<file path="config.mk">
export PLATFORM = sky130hd
export DESIGN_NAME = staggered_led_fade_pwm
export DESIGN_NICKNAME = d
export VERILOG_FILES = /design/src/design/slfp_pkg.sv /design/src/design/slfp_ctrl.sv /design/src/design/slfp_dp.sv /design/src/design/staggered_led_fade_pwm.sv
export SDC_FILE = /design/constraint.sdc
export NUM_CORES = 2
export LEC_CHECK = 0
export BUFFER_PORTS_ARGS = -buffer_cell sky130_fd_sc_hd__buf_2
export CAP_MARGIN = 20
export CELL_PAD_IN_SITES_DETAIL_PLACEMENT = 1
export CELL_PAD_IN_SITES_GLOBAL_PLACEMENT = 2
export CORE_MARGIN = 2
export CORE_UTILIZATION = 25
export DETAILED_ROUTE_END_ITERATION = 7
export PLACE_DENSITY_LB_ADDON = 0.1
export SLEW_MARGIN = 30
export SYNTH_ARGS = -nofsm -noshare
export SYNTH_HDL_FRONTEND = slang
export SYNTH_SLANG_ARGS = --single-unit
</file>
<file path="constraint.sdc">
create_clock -name i_clk -period 14.9 [get_ports i_clk]
set_clock_uncertainty 0.2 [all_clocks]
set_input_delay 0 -clock i_clk [delete_from_list [all_inputs] [get_ports i_clk]]
set_output_delay 0 -clock i_clk [all_outputs]
set_load 0.01 [all_outputs]
</file>
<file path="src/design/slfp_pkg.sv">
// slfp_pkg: shared types and constants of the staggered led fade controller
// no dependencies; imported by every module of the block
package slfp_pkg;

    localparam int LVL_W       = 7;   // brightness level
    localparam int TAB_W       = 24;  // fade and stair table entries
    localparam int CFG_W       = 24;  // widest configuration register
    localparam int CFG_IDX_W   = 2;
    localparam int IDX_W       = 7;   // entry index of a load word
    localparam int LED_W       = 13;  // pin field of a result word
    localparam int STAIR_DEPTH = 16;
    localparam int STAIR_AW    = 4;
    localparam int MAX_LVL_RST = 100;

    // configuration register indexes
    localparam logic [CFG_IDX_W-1:0] CFG_MAX_LEVEL  = 2'd0;
    localparam logic [CFG_IDX_W-1:0] CFG_FADE_TICKS = 2'd1;
    localparam logic [CFG_IDX_W-1:0] CFG_GAP_TICKS  = 2'd2;

    typedef enum logic [1:0] {
        OP_TICK       = 2'd0,
        OP_START      = 2'd1,
        OP_LOAD_FADE  = 2'd2,
        OP_LOAD_STAIR = 2'd3
    } t_op;

    typedef enum logic [1:0] {
        PH_IDLE = 2'd0,
        PH_ON   = 2'd1,
        PH_GAP  = 2'd2,
        PH_OFF  = 2'd3
    } t_phase;

    typedef enum logic [1:0] {
        ST_IDLE = 2'd0,
        ST_EVAL = 2'd1,
        ST_PUSH = 2'd2
    } t_state;

    typedef struct packed {
        logic [1:0]       op;
        logic             direction;
        logic [IDX_W-1:0] entry_index;
        logic [TAB_W-1:0] entry_value;
    } t_in_word;

    typedef struct packed {
        logic [LED_W-1:0] led_pins;
        logic [1:0]       phase;
        logic             done_res;
    } t_out_word;

    // controller to datapath
    typedef struct packed {
        logic accept;    // input word taken this edge
        logic issue;     // table read for channel on the index port
        logic compare;   // compare and step for the channel read last cycle
        logic load_out;  // capture result word
    } t_dp_cmd;

    // datapath to controller
    typedef struct packed {
        logic need_eval; // accepted word starts a channel sweep
    } t_dp_sts;

endpackage

</file>
<file path="src/design/slfp_ctrl.sv">
// slfp_ctrl: sequencer of the led fade controller, one word at a time
// depends on slfp_pkg
module slfp_ctrl
    import slfp_pkg::*;
#(
    parameter int CHANNELS = 13
) (
    input  logic    i_clk,
    input  logic    i_rst_n,
    input  logic    i_in_valid,
    output logic    o_in_ready,
    output logic    o_out_valid,
    input  logic    i_out_ready,
    input  t_dp_sts i_sts,
    output t_dp_cmd o_cmd,
    output logic [(CHANNELS > 1 ? $clog2(CHANNELS) : 1)-1:0] o_ch
);

    localparam int CHW   = CHANNELS > 1 ? $clog2(CHANNELS) : 1;
    localparam int CNT_W = $clog2(CHANNELS + 1);

    t_state           r_state, n_state;
    logic [CNT_W-1:0] r_cnt, n_cnt;
    logic             r_out_valid, n_out_valid;

    always_ff @(posedge i_clk) begin
        if (!i_rst_n) begin
            r_state     <= ST_IDLE;
            r_cnt       <= '0;
            r_out_valid <= 1'b0;
        end else begin
            r_state     <= n_state;
            r_cnt       <= n_cnt;
            r_out_valid <= n_out_valid;
        end
    end

    always_comb begin
        n_state     = r_state;
        n_cnt       = r_cnt;
        n_out_valid = r_out_valid;
        o_cmd       = '0;
        o_in_ready  = 1'b0;
        if (r_out_valid && i_out_ready) begin
            n_out_valid = 1'b0;
        end
        case (r_state)
            ST_IDLE: begin
                // nothing is taken while reset is held
                o_in_ready   = i_rst_n;
                o_cmd.accept = i_in_valid && i_rst_n;
                if (i_in_valid && i_rst_n) begin
                    n_cnt   = '0;
                    n_state = i_sts.need_eval ? ST_EVAL : ST_PUSH;
                end
            end
            ST_EVAL: begin
                // read for channel cnt, compare for channel cnt-1
                o_cmd.issue   = (r_cnt < CNT_W'(CHANNELS));
                o_cmd.compare = (r_cnt != '0);
                n_cnt         = r_cnt + 1'b1;
                if (r_cnt == CNT_W'(CHANNELS)) begin
                    n_state = ST_PUSH;
                end
            end
            ST_PUSH: begin
                if (!r_out_valid || i_out_ready) begin
                    o_cmd.load_out = 1'b1;
                    n_out_valid    = 1'b1;
                    n_state        = ST_IDLE;
                end
            end
            default: begin
                n_state = ST_IDLE;
            end
        endcase
    end

    assign o_ch        = CHW'(r_cnt);
    assign o_out_valid = r_out_valid;

endmodule

</file>
<file path="src/design/slfp_dp.sv">
// slfp_dp: levels, pwm pins, phase timer, fade and stair tables, result register
// depends on slfp_pkg; driven by slfp_ctrl
module slfp_dp
    import slfp_pkg::*;
#(
    parameter int CHANNELS    = 13,
    parameter int PWM_PERIOD  = 100,
    parameter int LEVEL_DEPTH = 128,
    parameter int TIME_BITS   = 24
) (
    input  logic                 i_clk,
    input  logic                 i_rst_n,
    input  logic                 i_cfg_wr,
    input  logic [CFG_IDX_W-1:0] i_cfg_idx,
    input  logic [CFG_W-1:0]     i_cfg_data,
    input  t_in_word             i_in,
    input  t_dp_cmd              i_cmd,
    input  logic [(CHANNELS > 1 ? $clog2(CHANNELS) : 1)-1:0] i_ch,
    output t_dp_sts              o_sts,
    output t_out_word            o_out
);

    localparam int CHW  = CHANNELS > 1 ? $clog2(CHANNELS) : 1;
    localparam int PW   = $clog2(PWM_PERIOD);
    localparam int FAW  = $clog2(LEVEL_DEPTH);
    localparam int SUMW = TAB_W + 1;
    localparam int CW   = (TIME_BITS > SUMW) ? TIME_BITS : SUMW;

    // configuration
    logic [LVL_W-1:0] r_max_level;
    logic [CFG_W-1:0] r_fade_ticks, r_gap_ticks;

    always_ff @(posedge i_clk) begin
        if (!i_rst_n) begin
            r_max_level  <= LVL_W'(MAX_LVL_RST);
            r_fade_ticks <= '0;
            r_gap_ticks  <= '0;
        end else if (i_cfg_wr) begin
            case (i_cfg_idx)
                CFG_MAX_LEVEL:  r_max_level  <= i_cfg_data[LVL_W-1:0];
                CFG_FADE_TICKS: r_fade_ticks <= i_cfg_data;
                CFG_GAP_TICKS:  r_gap_ticks  <= i_cfg_data;
                default: ;
            endcase
        end
    end

    // control state
    logic [LVL_W-1:0]     r_level [CHANNELS];
    logic [CHANNELS-1:0]  r_pins, n_pins;
    logic [PW-1:0]        r_pwm, n_pwm;
    logic [TIME_BITS-1:0] r_timer, n_timer, timer_inc;
    t_phase               r_phase, n_phase;
    logic                 r_dir, n_dir;
    logic                 r_eval_up, r_done, n_done, clr_lvl, eval;

    // sweep pipeline
    logic [TAB_W-1:0] r_fade_mem [LEVEL_DEPTH];
    logic [TAB_W-1:0] r_stair_mem [STAIR_DEPTH];
    logic [TAB_W-1:0] r_fade_q, r_stair_q;
    logic [LVL_W-1:0] r_lvl_p, lvl_i, fidx_raw;
    logic [CHW-1:0]   r_cmp_ch;
    logic [FAW-1:0]   fidx;
    logic [STAIR_AW-1:0] sidx;
    logic [SUMW-1:0]  due;
    logic             step_ok, hit;
    t_out_word        r_out;

    assign timer_inc = (r_timer == '1) ? r_timer : r_timer + 1'b1;

    // work done on the edge that takes a word
    always_comb begin
        n_pins  = r_pins;
        n_pwm   = r_pwm;
        n_timer = r_timer;
        n_phase = r_phase;
        n_dir   = r_dir;
        n_done  = 1'b0;
        clr_lvl = 1'b0;
        eval    = 1'b0;
        case (t_op'(i_in.op))
            OP_TICK: begin
                for (int c = 0; c < CHANNELS; c++) begin
                    if (r_pwm == '0) begin
                        n_pins[c] = (r_level[c] != '0);
                    end else if (r_level[c] == LVL_W'(r_pwm)) begin
                        n_pins[c] = 1'b0;
                    end
                end
                n_pwm   = (r_pwm == PW'(PWM_PERIOD - 1)) ? '0 : r_pwm + 1'b1;
                n_timer = timer_inc;
                case (r_phase)
                    PH_ON: begin
                        if (CW'(timer_inc) > CW'(r_fade_ticks)) begin
                            n_timer = '0;
                            if (r_gap_ticks == '0) begin
                                n_phase = PH_OFF;
                                eval    = 1'b1;
                            end else begin
                                n_phase = PH_GAP;
                            end
                        end else begin
                            eval = 1'b1;
                        end
                    end
                    PH_GAP: begin
                        if (CW'(timer_inc) >= CW'(r_gap_ticks)) begin
                            n_timer = '0;
                            n_phase = PH_OFF;
                            eval    = 1'b1;
                        end
                    end
                    PH_OFF: begin
                        if (CW'(timer_inc) > CW'(r_fade_ticks)) begin
                            clr_lvl = 1'b1;
                            n_pins  = '0;
                            n_phase = PH_IDLE;
                            n_done  = 1'b1;
                        end else begin
                            eval = 1'b1;
                        end
                    end
                    default: ;
                endcase
            end
            OP_START: begin
                if (r_phase == PH_IDLE) begin
                    n_dir   = i_in.direction;
                    n_phase = PH_ON;
                    n_timer = '0;
                    eval    = 1'b1;
                end
            end
            default: ;
        endcase
    end

    assign o_sts.need_eval = eval;

    always_ff @(posedge i_clk) begin
        if (!i_rst_n) begin
            r_pins    <= '0;
            r_pwm     <= '0;
            r_timer   <= '0;
            r_phase   <= PH_IDLE;
            r_dir     <= 1'b0;
            r_eval_up <= 1'b0;
            r_done    <= 1'b0;
        end else if (i_cmd.accept) begin
            r_pins    <= n_pins;
            r_pwm     <= n_pwm;
            r_timer   <= n_timer;
            r_phase   <= n_phase;
            r_dir     <= n_dir;
            r_eval_up <= (n_phase == PH_ON);
            r_done    <= n_done;
        end
    end

    // issue side: table addresses for one channel
    assign lvl_i    = r_level[i_ch];
    assign fidx_raw = r_eval_up ? lvl_i : LVL_W'(r_max_level - lvl_i);
    assign fidx     = ({1'b0, fidx_raw} >= (LVL_W+1)'(LEVEL_DEPTH)) ?
                      FAW'(LEVEL_DEPTH - 1) : FAW'(fidx_raw);
    assign sidx     = r_dir ? STAIR_AW'(CHANNELS - 1) - STAIR_AW'(i_ch) : STAIR_AW'(i_ch);

    always_ff @(posedge i_clk) begin
        if (i_cmd.accept && r_phase == PH_IDLE) begin
            if (t_op'(i_in.op) == OP_LOAD_FADE &&
                    {1'b0, i_in.entry_index} < (IDX_W+1)'(LEVEL_DEPTH)) begin
                r_fade_mem[FAW'(i_in.entry_index)] <= i_in.entry_value;
            end
            if (t_op'(i_in.op) == OP_LOAD_STAIR &&
                    i_in.entry_index[IDX_W-1:STAIR_AW] == '0) begin
                r_stair_mem[i_in.entry_index[STAIR_AW-1:0]] <= i_in.entry_value;
            end
        end
        if (i_cmd.issue) begin
            r_fade_q  <= r_fade_mem[fidx];
            r_stair_q <= r_stair_mem[sidx];
            r_lvl_p   <= lvl_i;
            r_cmp_ch  <= i_ch;
        end
    end

    // compare side: one step of one channel
    assign due     = SUMW'(r_fade_q) + SUMW'(r_stair_q);
    assign step_ok = r_eval_up ? (r_lvl_p < r_max_level) : (r_lvl_p != '0);
    assign hit     = step_ok && (CW'(r_timer) >= CW'(due));

    always_ff @(posedge i_clk) begin
        if (!i_rst_n) begin
            for (int c = 0; c < CHANNELS; c++) begin
                r_level[c] <= '0;
            end
        end else if (i_cmd.accept && clr_lvl) begin
            for (int c = 0; c < CHANNELS; c++) begin
                r_level[c] <= '0;
            end
        end else if (i_cmd.compare && hit) begin
            r_level[r_cmp_ch] <= r_eval_up ? r_lvl_p + 1'b1 : r_lvl_p - 1'b1;
        end
    end

    always_ff @(posedge i_clk) begin
        if (i_cmd.load_out) begin
            r_out.led_pins <= LED_W'(r_pins);
            r_out.phase    <= r_phase;
            r_out.done_res <= r_done;
        end
    end

    assign o_out = r_out;

endmodule

</file>
<file path="src/design/staggered_led_fade_pwm.sv">
// staggered_led_fade_pwm: top level of the staggered led fade controller
// depends on slfp_pkg, slfp_ctrl and slfp_dp
//
//  channel  | handshake               | word
//  ---------+-------------------------+-----------------------------------------------
//  input    | i_in_valid / o_in_ready | t_in_word: op, direction, entry_index/value
//  result   | o_out_valid/i_out_ready | t_out_word: led_pins, phase, done_res
//  config   | i_cfg_wr (no wait)      | i_cfg_idx, i_cfg_data
//
// a tick or start word that runs a fade sweep goes through accept, one fade table
// read per channel through the single read port with the compare for each channel
// in the cycle after its read, then the result capture
// any other word goes through accept and result capture
// one word is in flight at a time; a new word is taken while the previous
// result still waits in the output register, and a full output register stalls
// the capture of the next result
// reset is synchronous and active low; tables are not cleared and hold nothing
// meaningful until loaded
module staggered_led_fade_pwm
    import slfp_pkg::*;
#(
    parameter int CHANNELS    = 13,
    parameter int PWM_PERIOD  = 100,
    parameter int LEVEL_DEPTH = 128,
    parameter int TIME_BITS   = 24
) (
    input  logic                 i_clk,
    input  logic                 i_rst_n,
    input  logic                 i_cfg_wr,
    input  logic [CFG_IDX_W-1:0] i_cfg_idx,
    input  logic [CFG_W-1:0]     i_cfg_data,
    input  logic                 i_in_valid,
    output logic                 o_in_ready,
    input  t_in_word             i_in,
    output logic                 o_out_valid,
    input  logic                 i_out_ready,
    output t_out_word            o_out
);

    localparam int CHW = CHANNELS > 1 ? $clog2(CHANNELS) : 1;

    t_dp_cmd        cmd;   // sequencer strobes
    t_dp_sts        sts;   // sweep request from the accept-cycle logic
    logic [CHW-1:0] ch;    // channel under read in the sweep

    // state machine: accept, sweep over channels, result capture
    slfp_ctrl #(
        .CHANNELS (CHANNELS)
    ) u_ctrl (
        .i_clk       (i_clk),
        .i_rst_n     (i_rst_n),
        .i_in_valid  (i_in_valid),
        .o_in_ready  (o_in_ready),
        .o_out_valid (o_out_valid),
        .i_out_ready (i_out_ready),
        .i_sts       (sts),
        .o_cmd       (cmd),
        .o_ch        (ch)
    );

    // pwm, phase timer, levels, tables and the result register
    slfp_dp #(
        .CHANNELS    (CHANNELS),
        .PWM_PERIOD  (PWM_PERIOD),
        .LEVEL_DEPTH (LEVEL_DEPTH),
        .TIME_BITS   (TIME_BITS)
    ) u_dp (
        .i_clk      (i_clk),
        .i_rst_n    (i_rst_n),
        .i_cfg_wr   (i_cfg_wr),
        .i_cfg_idx  (i_cfg_idx),
        .i_cfg_data (i_cfg_data),
        .i_in       (i_in),
        .i_cmd      (cmd),
        .i_ch       (ch),
        .o_sts      (sts),
        .o_out      (o_out)
    );

endmodule

</file>
After elaboration in Yosys (flattened, before gate mapping)

Memory sizes are Yosys's and may differ from the RTL's. A register that Yosys moved wholly into a read port is not among the register bits.
Cells that the tools add are included.

Flip-flop bits (word level): 138
Memory bits (writable): 3547
Input bits: 65
Output and inout bits: 18
Logic and storage cells: 223
Memories kept: 3

Memory list:

| name             | words | width | read ports | clocked after Yosys merged registers in | wr ports | line          | RTL |
|---|---|---|---|---|---|---|---|
| u_dp.r_fade_mem  | 128   | 24    | 1          | 1                                       | 1        | slfp_dp.sv:58 | `logic [TAB_W-1:0] r_fade_mem [LEVEL_DEPTH];` |
| u_dp.r_stair_mem | 16    | 24    | 1          | 1                                       | 1        | slfp_dp.sv:59 | `logic [TAB_W-1:0] r_stair_mem [STAIR_DEPTH];` |
| u_dp.r_level     | 13    | 7     | 14         | 1                                       | 13       | slfp_dp.sv:49 | `logic [LVL_W-1:0] r_level [CHANNELS];` |

Add/sub/neg operators: 8
Order comparisons: 5
Eq/ne operators: 31
Muxes and demuxes: 103
Bitwise logic cells: 13
Reductions and logical operators: 42

Operator list:

| operator                                                        | number |
|---|---|
| 7-bit 2-to-1 mux                                                | 17 |
| 7-bit nonzero test                                              | 14 |
| 24-bit 2-to-1 mux                                               | 4 |
| 24-bit case mux with 2 select lines                             | 2 |
| 7-bit == test                                                   | 13 |
| 1-bit 2-to-1 mux                                                | 58 |
| 13-bit 2-to-1 mux                                               | 2 |
| 24-bit by 24-bit adder with 25-bit output                       | 1 |
| 24-bit by 25-bit greater-or-equal comparator with 1-bit output  | 1 |
| 24-bit by 1-bit adder with 24-bit output, second input constant | 1 |
| 24-bit == test, second input constant                           | 1 |
| 24-bit greater-or-equal comparator                              | 1 |
| 24-bit > comparator                                             | 1 |
| 24-bit zero test                                                | 1 |
| 4-bit 2-to-1 mux                                                | 5 |
| 2-bit 2-to-1 mux                                                | 9 |
| 7-bit by 1-bit adder with 7-bit output, second input constant   | 2 |
| 1-bit OR                                                        | 13 |
| 2-bit == test, second input constant                            | 6 |
| 2-bit case mux with 3 select lines                              | 2 |
| 2-bit by 1-bit == test with 1-bit output, second input constant | 5 |
| 2-bit AND reduction                                             | 5 |
| 3-bit AND reduction                                             | 3 |
| 2-bit zero test                                                 | 4 |
| other kinds (21)                                                | 31 |

Logic depth before layout (Yosys ltp)

Depth in word-level cells: 12
Depth in mapped cells: 25
Depth with buffers taken out: 23

Cells and area by module

A second synthesis with hierarchy kept.

Cells, all modules: 11258
Area total of the unflattened synthesis: 154328.0 µm²

Modules (own cells, without submodules):

| module    | times used | cells an instance | area each (µm²) | sequential area each (µm²) |
|---|---|---|---|---|
| slfp_dp   | 1          | 11206             | 153896.3        | 111476.9 |
| slfp_ctrl | 1          | 52                | 431.7           | 140.1 |

Least setup slack after synthesis

OpenSTA, ideal clock, no wires.

Path type: reg2reg
Start point: register u_dp.r_timer[18]
End point: memory u_dp.r_level[13][0], enable pin
Library setup time: 0.360 ns
Data arrival time: 5.126 ns
Required time: 14.340 ns
Path slack: 9.214 ns
Cell stages (with the launch flop): 25
Buffers on the path: 4
Clock period less this slack: 5.686 ns
Cells stage by stage: dfxtp_1 clkbuf_1 nand3_1 nor2_1 nand2_1 or3_1 or4_1 clkbuf_1 nor3b_1 and3_1 and4_1 xor2_1 ha_1 a21o_1 a21o_1 a21oi_1 nand2_1 o21ai_0 a21oi_1 and3_1 nor2b_1 clkbuf_1 nand4_1 clkbuf_1 nor2_1

RTL lines:

| what                   | line           | RTL |
|---|---|---|
| from (decl)            | slfp_dp.sv:52  | `logic [TIME_BITS-1:0] r_timer, n_timer, timer_inc;` |
| from (signal assigned) | slfp_dp.sv:152 | `r_timer <= n_timer;` |
| to (decl)              | slfp_dp.sv:49  |  |

==> impl_metrics.toml <==
[outcome]
status = "finished, final reports clean"

[power_and_ir_drop]
powerDensity_nw_per_um2 = 142.5
leakagePower_nw = 58.03
vdd_drop_max_mv = 0.09992

[logic_synthesis]
yosys.area.top_type = "edfxtp_1"
synth_common_cells = "edfxtp_1 (3,643), nand2_1 (1,592), nand3_1 (721), mux4_2 (483), nor2_1 (390)"
async_reset_ff_frac = 0
yosysSeqAreaShare = 0.7433
yosysWarningCount = 0
syn_nets = 9664
synth_top_area_share = 0.7280
synth_area_leaders = "edfxtp_1 (73%), mux4_2 (7.2%), nand2_1 (4.0%), nand3_1 (2.4%), dfxtp_1 (1.5%)"
synth_edf_count = 3643
synth_most_common_cell = "edfxtp_1"
synth_cell_types = 81
synth_area_per_cell_sq_um = 15.86
syn_area_sq_um = 150300
synth_top_flop_cell = "edfxtp_1"
syn-instance-count = 9472
ys_ff_latch = 3758

[worst_setup_path]
slowest_delay_ns = 0.82
crit_fanout = 92
critical_path_buf_inv_count = 5
crit_chain = "buf_4 -> mux2i_1 -> mux4_2 -> mux2i_1 -> ha_1 -> inv_1 -> fa_1 -> nor2b_1 -> a221o_4 -> buf_12 -> buf_4 -> buf_4 -> mux4_2 -> a22oi_1 -> nand4_1 -> a211oi_1 -> nand4_1"
worstSetupPathType = "flop to flop"
crit_top_cell = "buf_4"
crit_path_start_kind = "flop"
cpMaxStageDelayCell = "a211oi_1"
cp-end-kind = "flop"
required_ns = 15.42
crit_arrival_ns = 8.64
cp_top_family = "buffers and inverters"

[timing]
clock.fmax_ghz = 0.1230
finalHoldViolCount = 0
min_period_ns = 8.128
rsz0062_at_grt = "false"
finalMaxSlewViolations = 0
setup_viol = 0
whs_ns = 0.1340
finalCritPeriodShare = 0.5455
maxSlewHeadroom = 0.2567
tns_ns = 0
worst_pin_slew_ns = 1.106

[finish]
nFillCells = 62030
seq_area_sq_um = 111700
instances_no_fill = 18440
drive_gt1_frac = 0.1778
areaGrowthSynthToFinish_pct = 19.30
fin_nets = 10190
multiInputGateArea_sq_um = 37040
final_cell_area_sq_um = 179300

[routing]
vias = 88170
ant_nets = 0
wl_microns = 589000
drc = 0
wl_per_cell_microns = 31.95
drt-initial-drc-count = 7048
firstDrtPassIters = 5
via_per_inst = 4.783

[global_routing]
antenna_found_initial = 65
grt_pass1_wl_microns = 805200
grt_max_degree = 123
overflow = 0
track_usage = 0.1903
first_global_vias = 92840

[cts]
numCtsBuffers = 451
clkSinkCount = 3758
clk_latency_ns = 1.06
cts_buffer_depth = 4
h-tree-depth = 5
cts_setup_buffers = 0
cts-resized-gates = 0
cts.reportedPaths.clkPinSlew_ns = 0.06
cts_tree = "yes"
cts_root_buf = "clkbuf_16"
cts_hold_buf = 171

[placement]
place_area_sq_um = 162700
place_inst = 17380
place.gp.congestion = 0.7685
io_buffers = 82
hpwl_microns = 351900

[floorplan]
rows = 284
fp.dieW_microns = 779.3
core_area_sq_um = 598400
dieArea_sq_um = 607300
fp.dieH_microns = 779.3
ios = 83
start_util = 0.2511

[worst_hold_path]
hold_class = "input pin to flop"

[run]
maxCapViolCount = 0
-- placed cells by master, fill, tap and decap left out, types with 127 or more instances in the layout --
cell type,netlist,final
o21ai_0,150,147
dlygate4sd3_1,0,148
nand2_1,1592,1585
nor2_2,2,127
nor2_1,390,234
a21oi_1,264,260
buf_4,2,349
edfxtp_1,3643,3643
nand3_1,721,719
clkbuf_16,0,453
mux2i_1,153,151
mux4_2,483,483
-- stage by stage --
step           total power (W)    util  setup slack [ns]
2_1_floorplan          0.01331       -             9.214
3_5_place_dp           0.01498  0.2719             6.759
3_3_place_gp           0.01495  0.2713             6.581
5_1_grt                0.02646  0.2995             6.431
4_1_cts                0.02600  0.2993             6.636
6_report               0.02555  0.2996             6.772
-- sequential cells by signal (all words and copies together) (netlist names), 4 cells and up, named ones only --
| name | flops |
|---|---|
| u_dp.r_pins | 13 |
| u_dp.r_fade_ticks | 24 |
| u_dp.r_cmp_ch | 4 |
| u_ctrl.o_ch | 4 |
| u_dp.r_stair_mem | 384 |
| u_dp.r_fade_q | 24 |
| u_dp.r_gap_ticks | 24 |
| u_dp.r_pwm | 7 |
| u_dp.r_timer | 24 |
| u_dp.r_stair_q | 24 |
| u_dp.r_lvl_p | 7 |
| u_dp.r_level | 112 |
| u_dp.o_out | 16 |
| u_dp.r_fade_mem | 3072 |
| u_dp.r_max_level | 7 |
-- cells by family (layout without fill, tap and decap cells) --
kind of cell    after synthesis  in the layout  share of synthesized area
flops                      3758           3758                     0.7433
simple gates               3132           3132                    0.09189
compound gates             1015           1015                    0.04451
buf+inv                     645           1560                    0.01758
mux                         642            642                    0.08303
xor+xnor                    153            153                   0.008967
fa+ha+maj                   127            127                    0.01072
other cells                   0             40                          0
-- final timing paths --
path                               startpoint                           to  slack [ns]  cells after the start
setup / recovery                         flop  u_dp.r_fade_q[18]$_DFFE_PP_        6.77                     17
hold / removal                       i_in[32]   u_dp.r_pwm[1]$_SDFFE_PN0P_        0.13                      5
setup reg to reg                         flop  u_dp.r_fade_q[18]$_DFFE_PP_        6.77                     17
hold reg to reg   u_dp.r_pins[9]$_SDFFE_PN0P_     u_dp.o_out[12]$_DFFE_PP_        0.22                      0
-- per-layer routing --
metal,part of all wire,global-route usage
met1,0.46,0.2635
met2,0.49,0.3266
met3,0.036,0.02038
met4,0.017,0.03223
met5,0.000022,0
-- where the power goes --
| group | total [W] | leakage [nW] | internal (W) | switching (W) |
|---|---|---|---|---|
| clock | 0.0108 | 7.00 | 0.00621 | 0.00463 |
| combinational | 0.00305 | 17.2 | 0.000836 | 0.00221 |
| sequential | 0.0117 | 33.8 | 0.0116 | 0.0000366 |
| total | 0.0256 | 58.0 | 0.0187 | 0.00688 |
-- worst min-delay path, cell delays in order --
cell and delay [ns]:
dlygate4sd3_1 0.52, buf_2 0.43, nor3_2 0.22, nand2_1 0.10, a21boi_0 0.07
-- final cells by class --
| cell class | count | share of cell area |
|---|---|---|
| flip-flops and latches | 3758 | 0.6231 |
| multi-input cells | 5069 | 0.2066 |
| clock buffers | 566 | 0.06576 |
| well taps | 8008 | 0.05589 |
| repair buffers | 627 | 0.03187 |
| clock inverters | 274 | 0.01431 |
| inverters | 93 | 0.001947 |
| diodes | 40 | 0.0005583 |
Note: power is estimated with default switching activity, not from simulation.
